--- config.mk ---
export PLATFORM = sky130hd
export DESIGN_NAME = rolling_sigma_power_anomaly_flat
export DESIGN_NICKNAME = d
export VERILOG_FILES = /design/src/rtl/rspa_pkg.sv /design/src/rtl/rspa_in_if.sv /design/src/rtl/rspa_out_if.sv /design/src/rtl/rspa_window.sv /design/src/rtl/rspa_mul.sv /design/src/rtl/rolling_sigma_power_anomaly.sv /design/src/flat_wrapper.sv
export SDC_FILE = /design/constraint.sdc
export NUM_CORES = 2
export LEC_CHECK = 0
export ABC_AREA = 1
export BUFFER_PORTS_ARGS = -buffer_cell sky130_fd_sc_hd__buf_2
export CORE_MARGIN = 3
export CORE_UTILIZATION = 58
export CTS_CLUSTER_DIAMETER = 50
export CTS_CLUSTER_SIZE = 16
export DETAILED_ROUTE_END_ITERATION = 8
export GPL_ROUTABILITY_DRIVEN = 1
export PLACE_DENSITY_LB_ADDON = 0.08
export SLEW_MARGIN = 25
export SYNTH_ARGS = -nofsm -noshare
export SYNTH_HDL_FRONTEND = slang
export SYNTH_SLANG_ARGS = --single-unit
--- constraint.sdc ---
create_clock -name i_clk -period 7.9 [get_ports i_clk]
set_input_delay 0.79 -clock i_clk [delete_from_list [all_inputs] [get_ports i_clk]]
set_output_delay 0.79 -clock i_clk [all_outputs]
set_load 0.02 [all_outputs]
--- src/rtl/rspa_pkg.sv ---
// shared types and constants of the rolling sigma power anomaly block
`default_nettype none
package rspa_pkg;

    // configuration port
    localparam int CFG_INDEX_BITS = 2;
    localparam int CFG_DATA_BITS  = 12;

    localparam logic [CFG_INDEX_BITS-1:0] CFG_SIGMA_MULTIPLE = 2'd0;
    localparam logic [CFG_INDEX_BITS-1:0] CFG_MEAN_RATIO     = 2'd1;
    localparam logic [CFG_INDEX_BITS-1:0] CFG_MIN_SAMPLES    = 2'd2;

    // register widths and reset values
    localparam int SIGMA_BITS = 12;
    localparam int RATIO_BITS = 10;
    localparam int MIN_BITS   = 6;

    localparam logic [SIGMA_BITS-1:0] SIGMA_RESET = 12'd640;
    localparam logic [RATIO_BITS-1:0] RATIO_RESET = 10'd333;
    localparam logic [MIN_BITS-1:0]   MIN_RESET   = 6'd10;

    // square of the sigma multiple
    localparam int SIG2_BITS = 2 * SIGMA_BITS;

    // fixed result widths
    localparam int ENERGY_BITS = 48;
    localparam int COUNT_BITS  = 16;

    // q8 scaling: ratio test shifts by 8, squared deviation test by 16
    localparam int Q8_SHIFT  = 8;
    localparam int LHS_SHIFT = 16;

    // sequencer states
    typedef enum logic [3:0] {
        ST_IDLE,
        ST_OLD_SQ,
        ST_NEW_SQ,
        ST_ADD_SQ,
        ST_NX,
        ST_NQ_LO,
        ST_NQ_HI,
        ST_SS,
        ST_DD,
        ST_SIG,
        ST_RHS_LO,
        ST_RHS_HI,
        ST_RATIO,
        ST_DONE
    } t_state;

endpackage
`default_nettype wire

--- src/rtl/rspa_in_if.sv ---
// sample channel: power reading and device on flag
`default_nettype none
interface rspa_in_if #(
    parameter int SAMPLE_BITS = 17
) ();
    logic                   valid;
    logic                   ready;
    logic [SAMPLE_BITS-1:0] power_sample;
    logic                   device_on;

    modport source (output valid, power_sample, device_on, input ready);
    modport sink   (input valid, power_sample, device_on, output ready);
endinterface
`default_nettype wire

--- src/rtl/rspa_out_if.sv ---
// result channel: flag, counters and window status
`default_nettype none
interface rspa_out_if #(
    parameter int SAMPLE_BITS  = 17,
    parameter int WINDOW_DEPTH = 60
) ();
    localparam int FILL_BITS = $clog2(WINDOW_DEPTH + 1);

    logic                             valid;
    logic                             ready;
    logic                             anomaly;
    logic [rspa_pkg::COUNT_BITS-1:0]  anomaly_total;
    logic [SAMPLE_BITS-1:0]           peak_power;
    logic [rspa_pkg::ENERGY_BITS-1:0] energy_total;
    logic [SAMPLE_BITS+FILL_BITS-1:0] window_sum;
    logic [FILL_BITS-1:0]             window_fill;

    modport source (output valid, anomaly, anomaly_total, peak_power, energy_total,
                    window_sum, window_fill, input ready);
    modport sink   (input valid, anomaly, anomaly_total, peak_power, energy_total,
                    window_sum, window_fill, output ready);
endinterface
`default_nettype wire

--- src/rtl/rspa_window.sv ---
// sample window memory, one port, registered read
`default_nettype none
module rspa_window #(
    parameter int DEPTH = 60,
    parameter int WIDTH = 17
) (
    input  wire logic                     i_clk,
    input  wire logic                     i_we,
    input  wire logic                     i_re,
    input  wire logic [$clog2(DEPTH)-1:0] i_addr,
    input  wire logic [WIDTH-1:0]         i_wdata,
    output      logic [WIDTH-1:0]         o_rdata
);
    logic [WIDTH-1:0] r_mem [DEPTH];
    logic [WIDTH-1:0] r_rdata;

    always_ff @(posedge i_clk) begin
        if (i_we) begin
            r_mem[i_addr] <= i_wdata;
        end
        if (i_re) begin
            r_rdata <= r_mem[i_addr];
        end
    end

    assign o_rdata = r_rdata;
endmodule
`default_nettype wire

--- src/rtl/rspa_mul.sv ---
// shared unsigned multiplier with registered product
`default_nettype none
module rspa_mul #(
    parameter int WIDTH = 24
) (
    input  wire logic                 i_clk,
    input  wire logic [WIDTH-1:0]     i_a,
    input  wire logic [WIDTH-1:0]     i_b,
    output      logic [2*WIDTH-1:0]   o_p
);
    localparam int PW = 2 * WIDTH;

    logic [PW-1:0] r_p;

    always_ff @(posedge i_clk) begin
        r_p <= PW'(i_a) * PW'(i_b);
    end

    assign o_p = r_p;
endmodule
`default_nettype wire

--- src/rtl/rolling_sigma_power_anomaly.sv ---
// top level: rolling window statistics and sigma anomaly test on power readings
//
//  channel  | dir | handshake         | beat contents
//  ---------+-----+-------------------+---------------------------------------------------
//  in_ch    | in  | valid/ready       | power_sample, device_on
//  out_ch   | out | valid/ready       | anomaly, anomaly_total, peak_power, energy_total,
//           |     |                   | window_sum, window_fill
//  i_cfg_*  | in  | write enable only | i_cfg_index selects register, i_cfg_data value
//
//  an input beat keeps the sequencer busy until the next acceptance; the anomaly test
//  states are skipped when it does not run (device off or window not filled enough);
//  the shared multiplier sets the sequence, forming up to eleven products in turn
//  the result sits in an output register, so the next beat is taken while it waits;
//  a finished result holds the sequencer only if the previous result is still untaken
//  synchronous active-low reset clears statistics, counters and registers to defaults;
//  the window memory is not cleared, an entry is used only after it has been written
`default_nettype none
module rolling_sigma_power_anomaly #(
    parameter int WINDOW_DEPTH = 60,
    parameter int SAMPLE_BITS  = 17
) (
    input  wire logic                                i_clk,
    input  wire logic                                i_rst_n,
    input  wire logic                                i_cfg_we,
    input  wire logic [rspa_pkg::CFG_INDEX_BITS-1:0] i_cfg_index,
    input  wire logic [rspa_pkg::CFG_DATA_BITS-1:0]  i_cfg_data,
    rspa_in_if.sink                                  in_ch,
    rspa_out_if.source                               out_ch
);
    // widths
    localparam int FB   = $clog2(WINDOW_DEPTH + 1);        // fill count
    localparam int AW   = $clog2(WINDOW_DEPTH);            // window address
    localparam int SW   = SAMPLE_BITS + FB;                // running sum, n*x, deviation
    localparam int QW   = 2 * SAMPLE_BITS + FB;            // running sum of squares
    localparam int S2W  = rspa_pkg::SIG2_BITS;
    localparam int MW   = (SW > S2W) ? SW : S2W;           // multiplier operand
    localparam int PW   = 2 * MW;                          // product
    localparam int VW   = 2 * SW;                          // n*Q, S*S, variance, d*d
    localparam int CW   = PW + S2W;                        // squared test compare
    localparam int RW   = SW + rspa_pkg::RATIO_BITS;       // ratio test compare
    localparam int MINW = (FB > rspa_pkg::MIN_BITS) ? FB : rspa_pkg::MIN_BITS;
    localparam int EW   = rspa_pkg::ENERGY_BITS;
    localparam int KW   = rspa_pkg::COUNT_BITS;

    localparam logic [FB-1:0] FILL_FULL = FB'(WINDOW_DEPTH);
    localparam logic [AW-1:0] ADDR_LAST = AW'(WINDOW_DEPTH - 1);

    // configuration registers
    logic [rspa_pkg::SIGMA_BITS-1:0] r_sigma;
    logic [rspa_pkg::RATIO_BITS-1:0] r_ratio;
    logic [rspa_pkg::MIN_BITS-1:0]   r_min;

    // sequencer
    rspa_pkg::t_state r_state;
    rspa_pkg::t_state n_state;

    // item and window statistics
    logic [SAMPLE_BITS-1:0] r_x;
    logic                   r_on;
    logic                   r_full;
    logic [AW-1:0]          r_wp;
    logic [FB-1:0]          r_fill;
    logic [SW-1:0]          r_sum;
    logic [QW-1:0]          r_sq;
    logic [SAMPLE_BITS-1:0] r_peak;
    logic [EW-1:0]          r_energy;
    logic [KW-1:0]          r_count;
    logic                   r_flag;

    // test intermediates
    logic [SW-1:0]  r_nx;
    logic [SW-1:0]  r_d;
    logic [VW-1:0]  r_v;
    logic [VW-1:0]  r_dd;
    logic [S2W-1:0] r_sig2;
    logic [CW-1:0]  r_acc;

    // result register
    logic                   r_out_valid;
    logic                   r_out_anomaly;
    logic [KW-1:0]          r_out_count;
    logic [SAMPLE_BITS-1:0] r_out_peak;
    logic [EW-1:0]          r_out_energy;
    logic [SW-1:0]          r_out_sum;
    logic [FB-1:0]          r_out_fill;

    // sequencer outputs
    logic          in_ready;
    logic          mem_we;
    logic          mem_re;
    logic          out_load;
    logic [MW-1:0] mul_a;
    logic [MW-1:0] mul_b;

    // datapath wires
    logic [SAMPLE_BITS-1:0] old_sample;
    logic [PW-1:0]          mul_p;
    logic [PW-1:0]          sq_ext;
    logic [PW-1:0]          v_ext;
    logic [VW-1:0]          nq;
    logic [VW-1:0]          ss;
    logic [CW-1:0]          lhs;
    logic [RW-1:0]          nx_scaled;
    logic [EW:0]            energy_sum;
    logic                   test_run;
    logic                   hit;
    logic                   in_accept;

    assign in_accept  = in_ch.valid && in_ready;
    assign sq_ext     = PW'(r_sq);
    assign v_ext      = PW'(r_v);
    assign nq         = r_acc[VW-1:0];
    assign ss         = mul_p[VW-1:0];
    assign lhs        = CW'(r_dd) << rspa_pkg::LHS_SHIFT;
    assign nx_scaled  = RW'(r_nx) << rspa_pkg::Q8_SHIFT;
    assign energy_sum = (EW + 1)'(r_energy) + (EW + 1)'(r_x);
    assign test_run   = r_on && (MINW'(r_fill) >= MINW'(r_min));
    // flagged when variance is nonzero, reading outside k sigma and above ratio times mean
    assign hit        = (r_v != '0) && (lhs > r_acc) && (nx_scaled > mul_p[RW-1:0]);

    rspa_window #(
        .DEPTH (WINDOW_DEPTH),
        .WIDTH (SAMPLE_BITS)
    ) u_window (
        .i_clk   (i_clk),
        .i_we    (mem_we),
        .i_re    (mem_re),
        .i_addr  (r_wp),
        .i_wdata (r_x),
        .o_rdata (old_sample)
    );

    rspa_mul #(
        .WIDTH (MW)
    ) u_mul (
        .i_clk (i_clk),
        .i_a   (mul_a),
        .i_b   (mul_b),
        .o_p   (mul_p)
    );

    // configuration writes
    always_ff @(posedge i_clk) begin
        if (!i_rst_n) begin
            r_sigma <= rspa_pkg::SIGMA_RESET;
            r_ratio <= rspa_pkg::RATIO_RESET;
            r_min   <= rspa_pkg::MIN_RESET;
        end else if (i_cfg_we) begin
            unique case (i_cfg_index)
                rspa_pkg::CFG_SIGMA_MULTIPLE: begin
                    r_sigma <= i_cfg_data[rspa_pkg::SIGMA_BITS-1:0];
                end
                rspa_pkg::CFG_MEAN_RATIO: begin
                    r_ratio <= i_cfg_data[rspa_pkg::RATIO_BITS-1:0];
                end
                rspa_pkg::CFG_MIN_SAMPLES: begin
                    r_min <= i_cfg_data[rspa_pkg::MIN_BITS-1:0];
                end
                default: begin
                end
            endcase
        end
    end

    // next state
    always_comb begin
        n_state = r_state;
        unique case (r_state)
            rspa_pkg::ST_IDLE: begin
                if (in_ch.valid) begin
                    n_state = rspa_pkg::ST_OLD_SQ;
                end
            end
            rspa_pkg::ST_OLD_SQ:  n_state = rspa_pkg::ST_NEW_SQ;
            rspa_pkg::ST_NEW_SQ:  n_state = rspa_pkg::ST_ADD_SQ;
            rspa_pkg::ST_ADD_SQ: begin
                // off or too few samples: no test, flag holds
                n_state = test_run ? rspa_pkg::ST_NX : rspa_pkg::ST_DONE;
            end
            rspa_pkg::ST_NX:      n_state = rspa_pkg::ST_NQ_LO;
            rspa_pkg::ST_NQ_LO:   n_state = rspa_pkg::ST_NQ_HI;
            rspa_pkg::ST_NQ_HI:   n_state = rspa_pkg::ST_SS;
            rspa_pkg::ST_SS:      n_state = rspa_pkg::ST_DD;
            rspa_pkg::ST_DD:      n_state = rspa_pkg::ST_SIG;
            rspa_pkg::ST_SIG:     n_state = rspa_pkg::ST_RHS_LO;
            rspa_pkg::ST_RHS_LO:  n_state = rspa_pkg::ST_RHS_HI;
            rspa_pkg::ST_RHS_HI:  n_state = rspa_pkg::ST_RATIO;
            rspa_pkg::ST_RATIO:   n_state = rspa_pkg::ST_DONE;
            rspa_pkg::ST_DONE: begin
                if (!r_out_valid || out_ch.ready) begin
                    n_state = rspa_pkg::ST_IDLE;
                end
            end
            default:              n_state = rspa_pkg::ST_IDLE;
        endcase
    end

    // sequencer outputs: handshake, memory strobes, multiplier operands
    always_comb begin
        in_ready = 1'b0;
        mem_we   = 1'b0;
        mem_re   = 1'b0;
        out_load = 1'b0;
        mul_a    = '0;
        mul_b    = '0;
        unique case (r_state)
            rspa_pkg::ST_IDLE: begin
                in_ready = 1'b1;
                mem_re   = in_ch.valid;          // fetch entry about to be evicted
            end
            rspa_pkg::ST_OLD_SQ: begin
                mem_we = 1'b1;                   // new sample replaces it
                mul_a  = MW'(old_sample);
                mul_b  = MW'(old_sample);
            end
            rspa_pkg::ST_NEW_SQ: begin
                mul_a = MW'(r_x);
                mul_b = MW'(r_x);
            end
            rspa_pkg::ST_ADD_SQ: begin
                mul_a = MW'(r_fill);             // n*x
                mul_b = MW'(r_x);
            end
            rspa_pkg::ST_NX: begin
                mul_a = MW'(r_fill);             // n*Q low half
                mul_b = sq_ext[MW-1:0];
            end
            rspa_pkg::ST_NQ_LO: begin
                mul_a = MW'(r_fill);             // n*Q high half
                mul_b = sq_ext[PW-1:MW];
            end
            rspa_pkg::ST_NQ_HI: begin
                mul_a = MW'(r_sum);              // S*S
                mul_b = MW'(r_sum);
            end
            rspa_pkg::ST_SS: begin
                mul_a = MW'(r_d);                // deviation squared
                mul_b = MW'(r_d);
            end
            rspa_pkg::ST_DD: begin
                mul_a = MW'(r_sigma);            // k squared
                mul_b = MW'(r_sigma);
            end
            rspa_pkg::ST_SIG: begin
                mul_a = MW'(mul_p[S2W-1:0]);     // k^2 * V low half
                mul_b = v_ext[MW-1:0];
            end
            rspa_pkg::ST_RHS_LO: begin
                mul_a = MW'(r_sig2);             // k^2 * V high half
                mul_b = v_ext[PW-1:MW];
            end
            rspa_pkg::ST_RHS_HI: begin
                mul_a = MW'(r_ratio);            // ratio * S
                mul_b = MW'(r_sum);
            end
            rspa_pkg::ST_RATIO: begin
            end
            rspa_pkg::ST_DONE: begin
                out_load = !r_out_valid || out_ch.ready;
            end
            default: begin
            end
        endcase
    end

    // control state and statistics
    always_ff @(posedge i_clk) begin
        if (!i_rst_n) begin
            r_state     <= rspa_pkg::ST_IDLE;
            r_wp        <= '0;
            r_fill      <= '0;
            r_sum       <= '0;
            r_sq        <= '0;
            r_peak      <= '0;
            r_energy    <= '0;
            r_count     <= '0;
            r_flag      <= 1'b0;
            r_out_valid <= 1'b0;
        end else begin
            r_state <= n_state;

            if (r_state == rspa_pkg::ST_NEW_SQ) begin
                // mul_p holds the evicted square here
                if (r_full) begin
                    r_sum <= r_sum - SW'(old_sample) + SW'(r_x);
                    r_sq  <= r_sq - mul_p[QW-1:0];
                end else begin
                    r_sum  <= r_sum + SW'(r_x);
                    r_fill <= r_fill + FB'(1);
                end
                r_wp <= (r_wp == ADDR_LAST) ? '0 : r_wp + AW'(1);
            end

            if (r_state == rspa_pkg::ST_ADD_SQ) begin
                r_sq <= r_sq + mul_p[QW-1:0];
                if (r_on) begin
                    if (r_x > r_peak) begin
                        r_peak <= r_x;
                    end
                    r_energy <= energy_sum[EW] ? '1 : energy_sum[EW-1:0];
                end
            end

            if (r_state == rspa_pkg::ST_RATIO) begin
                r_flag <= hit;
                if (hit && (r_count != '1)) begin
                    r_count <= r_count + KW'(1);
                end
            end

            if (out_load) begin
                r_out_valid <= 1'b1;
            end else if (out_ch.ready) begin
                r_out_valid <= 1'b0;
            end
        end
    end

    // item payload and test intermediates
    always_ff @(posedge i_clk) begin
        if (in_accept) begin
            r_x  <= in_ch.power_sample;
            r_on <= in_ch.device_on;
        end

        unique case (r_state)
            rspa_pkg::ST_OLD_SQ: begin
                r_full <= (r_fill == FILL_FULL);
            end
            rspa_pkg::ST_NX: begin
                r_nx <= mul_p[SW-1:0];
            end
            rspa_pkg::ST_NQ_LO: begin
                r_acc <= CW'(mul_p);
                r_d   <= (r_nx >= r_sum) ? r_nx - r_sum : r_sum - r_nx;
            end
            rspa_pkg::ST_NQ_HI: begin
                r_acc <= r_acc + (CW'(mul_p) << MW);
            end
            rspa_pkg::ST_SS: begin
                // population variance times n squared, clamped at zero
                r_v <= (nq > ss) ? nq - ss : '0;
            end
            rspa_pkg::ST_DD: begin
                r_dd <= mul_p[VW-1:0];
            end
            rspa_pkg::ST_SIG: begin
                r_sig2 <= mul_p[S2W-1:0];
            end
            rspa_pkg::ST_RHS_LO: begin
                r_acc <= CW'(mul_p);
            end
            rspa_pkg::ST_RHS_HI: begin
                r_acc <= r_acc + (CW'(mul_p) << MW);
            end
            default: begin
            end
        endcase

        if (out_load) begin
            r_out_anomaly <= r_flag;
            r_out_count   <= r_count;
            r_out_peak    <= r_peak;
            r_out_energy  <= r_energy;
            r_out_sum     <= r_sum;
            r_out_fill    <= r_fill;
        end
    end

    assign in_ch.ready          = in_ready;
    assign out_ch.valid         = r_out_valid;
    assign out_ch.anomaly       = r_out_anomaly;
    assign out_ch.anomaly_total = r_out_count;
    assign out_ch.peak_power    = r_out_peak;
    assign out_ch.energy_total  = r_out_energy;
    assign out_ch.window_sum    = r_out_sum;
    assign out_ch.window_fill   = r_out_fill;

    // an accepted beat keeps the sequencer busy on the next cycle
    a_busy_after_accept: assert property (@(posedge i_clk) disable iff (!i_rst_n)
        in_ch.valid && in_ch.ready |=> !in_ch.ready)
        else $error("input accepted back to back");

    // until the window is full the write pointer tracks the fill count
    a_wp_tracks_fill: assert property (@(posedge i_clk) disable iff (!i_rst_n)
        (r_fill != FILL_FULL) |-> (FB'(r_wp) == r_fill))
        else $error("write pointer and fill count disagree");

    // the anomaly count only moves together with a raised flag
    a_count_with_flag: assert property (@(posedge i_clk) disable iff (!i_rst_n)
        $past(i_rst_n) && (r_count != $past(r_count)) |-> r_flag)
        else $error("anomaly count changed without flag");

    // the peak never decreases between resets
    a_peak_monotonic: assert property (@(posedge i_clk) disable iff (!i_rst_n)
        $past(i_rst_n) |-> (r_peak >= $past(r_peak)))
        else $error("peak decreased");

endmodule
`default_nettype wire

--- src/flat_wrapper.sv ---
// flat-port wrapper written by rule: the top's interface ports become plain ports
module rolling_sigma_power_anomaly_flat 
#(
    parameter int WINDOW_DEPTH = 60,
    parameter int SAMPLE_BITS  = 17
)
  (i_clk, i_rst_n, i_cfg_we, i_cfg_index, i_cfg_data, in_ch_valid, in_ch_power_sample, in_ch_device_on, in_ch_ready, out_ch_valid, out_ch_anomaly, out_ch_anomaly_total, out_ch_peak_power, out_ch_energy_total, out_ch_window_sum, out_ch_window_fill, out_ch_ready);
  rspa_in_if #(.SAMPLE_BITS(SAMPLE_BITS)) in_ch_i ();
  rspa_out_if #(.SAMPLE_BITS(SAMPLE_BITS), .WINDOW_DEPTH(WINDOW_DEPTH)) out_ch_i ();
  input  wire logic i_clk;
  input  wire logic i_rst_n;
  input  wire logic i_cfg_we;
  input  wire logic [rspa_pkg::CFG_INDEX_BITS-1:0] i_cfg_index;
  input  wire logic [rspa_pkg::CFG_DATA_BITS-1:0] i_cfg_data;
  input wire logic [$bits(in_ch_i.valid)-1:0] in_ch_valid;
  input wire logic [$bits(in_ch_i.power_sample)-1:0] in_ch_power_sample;
  input wire logic [$bits(in_ch_i.device_on)-1:0] in_ch_device_on;
  output wire logic [$bits(in_ch_i.ready)-1:0] in_ch_ready;
  output wire logic [$bits(out_ch_i.valid)-1:0] out_ch_valid;
  output wire logic [$bits(out_ch_i.anomaly)-1:0] out_ch_anomaly;
  output wire logic [$bits(out_ch_i.anomaly_total)-1:0] out_ch_anomaly_total;
  output wire logic [$bits(out_ch_i.peak_power)-1:0] out_ch_peak_power;
  output wire logic [$bits(out_ch_i.energy_total)-1:0] out_ch_energy_total;
  output wire logic [$bits(out_ch_i.window_sum)-1:0] out_ch_window_sum;
  output wire logic [$bits(out_ch_i.window_fill)-1:0] out_ch_window_fill;
  input wire logic [$bits(out_ch_i.ready)-1:0] out_ch_ready;
  assign in_ch_i.valid = in_ch_valid;
  assign in_ch_i.power_sample = in_ch_power_sample;
  assign in_ch_i.device_on = in_ch_device_on;
  assign in_ch_ready = in_ch_i.ready;
  assign out_ch_valid = out_ch_i.valid;
  assign out_ch_anomaly = out_ch_i.anomaly;
  assign out_ch_anomaly_total = out_ch_i.anomaly_total;
  assign out_ch_peak_power = out_ch_i.peak_power;
  assign out_ch_energy_total = out_ch_i.energy_total;
  assign out_ch_window_sum = out_ch_i.window_sum;
  assign out_ch_window_fill = out_ch_i.window_fill;
  assign out_ch_i.ready = out_ch_ready;
  rolling_sigma_power_anomaly #(.WINDOW_DEPTH(WINDOW_DEPTH), .SAMPLE_BITS(SAMPLE_BITS)) u_core (.i_clk(i_clk), .i_rst_n(i_rst_n), .i_cfg_we(i_cfg_we), .i_cfg_index(i_cfg_index), .i_cfg_data(i_cfg_data), .in_ch(in_ch_i), .out_ch(out_ch_i));
endmodule
## Word-level counts from Yosys, hierarchy flattened

Memories as Yosys holds them, arrays and structs flattened. A register that Yosys moved wholly into a read port is not among the register bits.
Index checks and enable logic that the tools add are counted.

| word-level totals | value |
|---|---|
| bits in writable memories | 1020 |
| register bits | 602 |
| output and inout bits | 113 |
| word-level logic and storage cells | 120 |
| memories | 1 |

| cells by class | value |
|---|---|
| add/subtract/negate cells | 13 |
| bitwise gates (word level) | 1 |
| multipliers | 1 |
| equal/unequal tests | 20 |
| muxes and demuxes | 22 |
| $lt $le $gt $ge | 6 |
| reductions and logical operators | 27 |

Memories:

| memory | words | width | rd ports | clocked after memory_dff | wr ports | RTL line | text |
|---|---|---|---|---|---|---|---|
| u_core.u_window.r_mem | 60 | 17 | 1 | 1 | 1 | rspa_window.sv:14 | `logic [WIDTH-1:0] r_mem [DEPTH];` |

Operator list:

| cell | count |
|---|---|
| 24-bit case mux with 9 select lines | 2 |
| 72-bit case mux with 2 select lines | 1 |
| 40-bit two-way mux | 3 |
| 72-bit adder | 1 |
| 62-bit by 72-bit greater-than comparator with 1-bit output | 1 |
| 4-bit case mux with 14 select lines | 1 |
| 48-bit by 17-bit adder with 49-bit output | 1 |
| 24-bit by 24-bit multiplier with 48-bit output | 1 |
| 48-bit two-way mux | 1 |
| 23-bit by 17-bit adder with 23-bit output | 2 |
| 46-bit greater-than comparator | 1 |
| 23-bit two-way mux | 2 |
| 46-bit nonzero test | 1 |
| 23-bit subtractor | 2 |
| 46-bit subtractor | 1 |
| 40-bit adder | 1 |
| 40-bit subtractor | 1 |
| 31-bit by 33-bit greater-than comparator with 1-bit output | 1 |
| 4-bit equality test, second input constant | 6 |
| 23-bit >= comparator | 1 |
| 23-bit by 17-bit subtractor with 23-bit output | 1 |
| 17-bit greater-than comparator | 1 |
| 16-bit by 1-bit adder with 16-bit output, second input constant | 1 |
| 4-bit by 3-bit equality test with 1-bit output, second input constant | 4 |
| other kinds (24) | 52 |

## Logic depth before layout (Yosys ltp)

| depth | value |
|---|---|
| word-level depth | 5 |
| gate-level depth with buffers | 41 |
| mapped depth without buffers | 38 |

## Modules after synthesis

A second synthesis with hierarchy kept.

| unflattened totals | value |
|---|---|
| cells, all modules | 12649 |
| area, all modules | 106300.7 µm² |

Modules (own cells, without submodules):

| module | area an instance (µm²) | cells each | sequential area each (µm²) | instances |
|---|---|---|---|---|
| rspa_window | 43466.7 | 4171 | 31139.9 | 1 |
| rolling_sigma_power_anomaly | 41352.2 | 5556 | 14734.1 | 1 |
| rspa_mul | 21481.9 | 2922 | 960.9 | 1 |

## Worst setup path before layout

Ideal clock, no wire load.

| timing path | value |
|---|---|
| path type | register -> register |
| from | register u_core.r_state[3] |
| to | register u_core.u_mul.r_p[45], in the netlist u_core.u_mul.o_p[45] |
| buffers on the path | 1 |
| cell stages (with the launch flop) | 35 |
| required time | 7.788 ns |
| data arrival time | 7.623 ns |
| setup time | 0.112 ns |
| setup slack | 0.165 ns |
| period minus slack after synthesis | 7.735 ns |
| path through | dfxtp_1 inv_1 nor2_2 inv_2 nor2_4 inv_1 o22ai_1 a221oi_1 o211ai_2 buf_2 nand2_1 fa_1 inv_1 fa_1 inv_1 fa_1 inv_1 fa_1 inv_1 fa_1 inv_1 fa_1 inv_1 fa_1 inv_1 ha_1 nand2_1 o21ai_0 a21oi_1 o21ai_0 a21oi_1 o21ai_0 nand2_1 nand3_1 nand2_1 |

| on the way | value |
|---|---|
| cells in the longest elaborated chain, start to end | 4 |
| elaborated cells between the ends (all ways) | 17 |
| classes of those cells | mul (1); eq/ne (11); mux (2); reduce/logical (3) |

RTL lines:

| what | RTL line | text |
|---|---|---|
| from (decl) | rolling_sigma_power_anomaly.sv:54 | `rspa_pkg::t_state r_state;` |
| from (signal assigned) | rolling_sigma_power_anomaly.sv:269 | `r_state <= rspa_pkg::ST_IDLE;` |
| from (signal assigned) | rolling_sigma_power_anomaly.sv:280 | `r_state <= n_state;` |
| 4-bit by 3-bit equality test with 1-bit output (tied with other cells) | rolling_sigma_power_anomaly.sv:206 | `unique case (r_state)` |
| 3-bit OR reduction (no line) or 2-bit OR reduction (tied branches) | n/a |  |
| 24-bit case mux with 9 select lines | rolling_sigma_power_anomaly.sv:206 |  |
| 24-bit by 24-bit multiplier with 48-bit output (*) | rspa_mul.sv:16 | `r_p <= PW'(i_a) * PW'(i_b);` |
| to (signal assigned) | rspa_mul.sv:16 |  |
| to (decl) | rspa_mul.sv:13 | `logic [PW-1:0] r_p;` |

Every way passes the cells marked *; elsewhere a longest branch is shown, timed or not.
A chain may end at the register's enable or synchronous reset.

## Final worst setup path

| timing path | value |
|---|---|
| from | register u_core.r_state[3] |
| to | register u_core.u_mul.r_p[34], in the netlist u_core.u_mul.o_p[34] |

Same word-level chain as after synthesis.

==> flow_metrics.py <==
metrics = {
    "pwr": {
        "p_leak_nw": 47.63,
        "power_mw": 28.66,
        "power_density_nw_per_um2": 254.3,
        "ir_drop_uv": 233.5,
    },
    "timing": {
        "worst_slew_pin_slew_ns": 1.305,
        "fin_setup_tns_ns": 0,
        "period_share": 0.9718,
        "min_period_ns": 7.677,
        "worst_slack_ns": 0.2230,
        "slew_headroom": 0.1271,
        "setup_viol": 0,
        "hold_viol_final": 0,
        "clock_skew_ns": 0.04216,
        "max_freq_mhz": 130.3,
        "slew_viol_final": 0,
    },
    "yosys": {
        "synth_compound_gate_area_share": 0.1094,
        "yosys.area.top_type": "edfxtp_1",
        "syn-cell-area_sq_um": 99560,
        "synth_cells": 10490,
        "yosysMostFrequentCell": "nand2_1",
        "async_flop_share": 0,
        "synth_edf_count": 1401,
        "synthFlopType": "edfxtp_1",
        "synth_top_area_share": 0.4226,
        "synth_top_family_by_area": "adder cells",
        "synth.distinct_cells": 73,
        "yosysSeqAreaShare": 0.4704,
        "synthTopCellsByCount": "2285 x nand2_1, 1644 x inv_1, 1401 x edfxtp_1",
        "muxShareOfSynthArea": 0.0001005,
        "synth_area_leaders": "edfxtp_1 42%, fa_1 10%, nand2_1 8.6%",
        "synth-adder-area-share": 0.1657,
        "syn_nets": 11540,
        "synth_simple_gate_area_frac": 0.1616,
        "synth.avg_cell_area_sq_um": 9.494,
        "yosys_register_bits": 1639,
        "synth_xor_area_frac": 0.01452,
        "ys_warn_count": 0,
    },
    "place": {
        "io_buffers": 149,
        "hpwlAfterDp_mm": 271.4,
        "post-place-ws_ns": -0.02754,
        "gp_congestion": 1.098,
    },
    "clock_network": {
        "clock_latency_ns": 0.85,
        "clk_pin_slew_ns": 0.07,
        "cts_buffers": 153,
        "clock_tree.root_cell": "clkbuf_16",
        "clk_path_buf_depth": 3,
        "cts_sinks": 1639,
        "cts_max_level": 4,
        "hold_buffers": 0,
        "tritoncts": "done",
    },
    "outcome": {
        "status": "finished clean",
    },
    "die": {
        "fp.dieH_um": 420.3,
        "die_w_um": 420.3,
        "num_io_pins": 150,
        "rows": 151,
        "design.core.area_sq_um": 170000,
        "initial_core_util": 0.5855,
        "die-area_sq_um": 176700,
    },
    "global_routing": {
        "antenna_found_initial": 24,
        "groute.usage.overall": 0.4031,
        "grt-ovfl-total": 0,
        "grt_pass1_wl_mm": 519.9,
        "grt_max_degree": 120,
        "grt_pass1_vias": 78780,
    },
    "cells_and_area": {
        "synthToLayoutAreaGrowth_pct": 13.21,
        "drive_gt1_frac": 0.1138,
        "fillers": 13430,
        "fin_nets": 12150,
    },
    "detailed_routing": {
        "viasPerCell": 6.120,
        "wl_mm": 358.2,
        "ant_nets": 0,
        "dr.first_iter.drc_count": 10910,
        "num_vias": 82090,
        "detail_route.wl_per_cell_um": 26.70,
        "drtPass1Iterations": 7,
        "drc": 0,
    },
    "critical_path": {
        "crit_slowest_cell": "fa_1",
        "critPathArrivalTime_ns": 8.39,
        "crit_path_start_kind": "register",
        "critPathKind": "reg -> reg",
        "rrSetupSlack_ns": 0.22,
        "cp-end-kind": "register",
        "cp_common_cell": "fa_1",
        "cpPeakStageDelay_ns": 0.62,
        "cp_max_fo": 10,
        "critical_path_required_ns": 8.61,
    },
    "hold_path": {
        "hold_class": "in -> reg",
    },
    "job": {
        "drv_cap": 0,
    },
}
[critical path: cells and delay by family, from the launching register on]
kind / cells / cell delay [ns]
fa+ha+maj: 8 / 4.03
buf+inv: 13 / 1.45
compound gates: 5 / 0.82
simple gates: 6 / 0.77
flops: 1 / 0.33
xor+xnor: 1 / 0.15
[stage by stage]
stage	utilization	cell area (sq um)	std cells	hold slack (ns)
3_3_place_gp	0.6277	106700	13140	0.4164
4_1_cts	0.6582	111900	13390	0.07645
3_5_place_dp	0.6281	106800	13140	0.4161
6_report	0.6628	112700	13410	0.1198
2_1_floorplan	-	99560	10490	0.4082
5_1_grt	0.6627	112700	13400	0.09456
[routing by layer]
metal	wire [um]	track usage	vias to the layer above
met4	18280	0.1746	16
met2	153600	0.5947	5138
met5	97	0	-
met3	45880	0.1128	909
met1	140300	0.5595	39710
li1	-	-	36310
[power breakdown]
part	leakage [nW]	switching (mW)	total, mW	internal (mW)
clock	2.43	3.56	7.51	3.94
combinational	30.6	7.47	11.0	3.57
sequential	14.6	0.306	10.1	9.81
[registers in the layout (all words and copies together) (netlist names), 17 cells and up]
name                        flops
u_core.out_ch.energy_total     48
u_core.out_ch.peak_power       17
u_core.out_ch.window_sum       23
u_core.r_acc                   72
u_core.r_d                     23
u_core.r_dd                    46
u_core.r_energy                48
u_core.r_nx                    23
u_core.r_peak                  17
u_core.r_sig2                  24
u_core.r_sq                    40
u_core.r_sum                   23
u_core.r_v                     46
u_core.r_x                     17
u_core.u_mul.o_p               48
u_core.u_window.o_rdata        17
u_core.u_window.r_mem        1020
[placed cells by master, fill, tap and decap left out, drive strengths merged, types with 11 or more instances in the layout]
cell type / netlist / routed
a21o: 36 / 36
a22oi: 143 / 143
o211ai: 53 / 53
a221oi: 118 / 118
nand2: 2289 / 2289
buf: 194 / 762
o21ai: 487 / 487
nor3: 93 / 93
and3: 17 / 17
a22o: 34 / 34
clkbuf: 116 / 172
a21oi: 605 / 605
a21boi: 26 / 26
o2111ai: 11 / 11
or2: 31 / 31
nor2: 902 / 902
xnor2: 53 / 53
dfxtp: 238 / 238
o22ai: 30 / 30
o21a: 20 / 20
nand3: 318 / 318
fa: 506 / 506
clkinv: 6 / 44
nand4: 196 / 196
nor4: 37 / 37
inv: 1687 / 1712
o2bb2ai: 19 / 19
a31oi: 60 / 60
o21bai: 52 / 52
o221ai: 17 / 17
xor2: 112 / 112
a211oi: 17 / 17
edfxtp: 1401 / 1401
ha: 509 / 509
[kinds of logic after synthesis]
family                   count (synthesis)
AND/OR/NAND/NOR                       3898
buffers and inverters                 2003
AO/OA/AOI/OAI                         1765
flip-flops                            1639
adder cells (fa/ha/maj)               1015
XOR/XNOR                               165
multiplexers                             1
[final cells by class]
type                    count  area (sq um)  area share
inverters                1693          6385     0.05665
well taps                2218          2775     0.02462
flip-flops and latches   1639         46840      0.4156
clock buffers             171          3959     0.03512
clock inverters            75          1102    0.009780
diodes                     10         25.02   0.0002220
multi-input cells        6844         45700      0.4054
repair buffers            763          5921     0.05253
[timing repair]
item	CTS	global route
gates cloned	0	1
pin swaps	0	22
setup buffers	3	11
endpoints found under the setup margin	11	34
gates resized for setup	9	141
[final timing paths]
path,from,to,depth (start not counted)
hold / removal,in_ch_power_sample[15],u_core.r_x[15],1
setup reg to reg,u_core.r_state[3],u_core.u_mul.o_p[34],33
setup / recovery,u_core.r_state[3],u_core.u_mul.o_p[34],33
hold reg to reg,u_core.r_peak[7],u_core.out_ch.peak_power[7],0
Note: power is estimated with default switching activity, not from simulation.
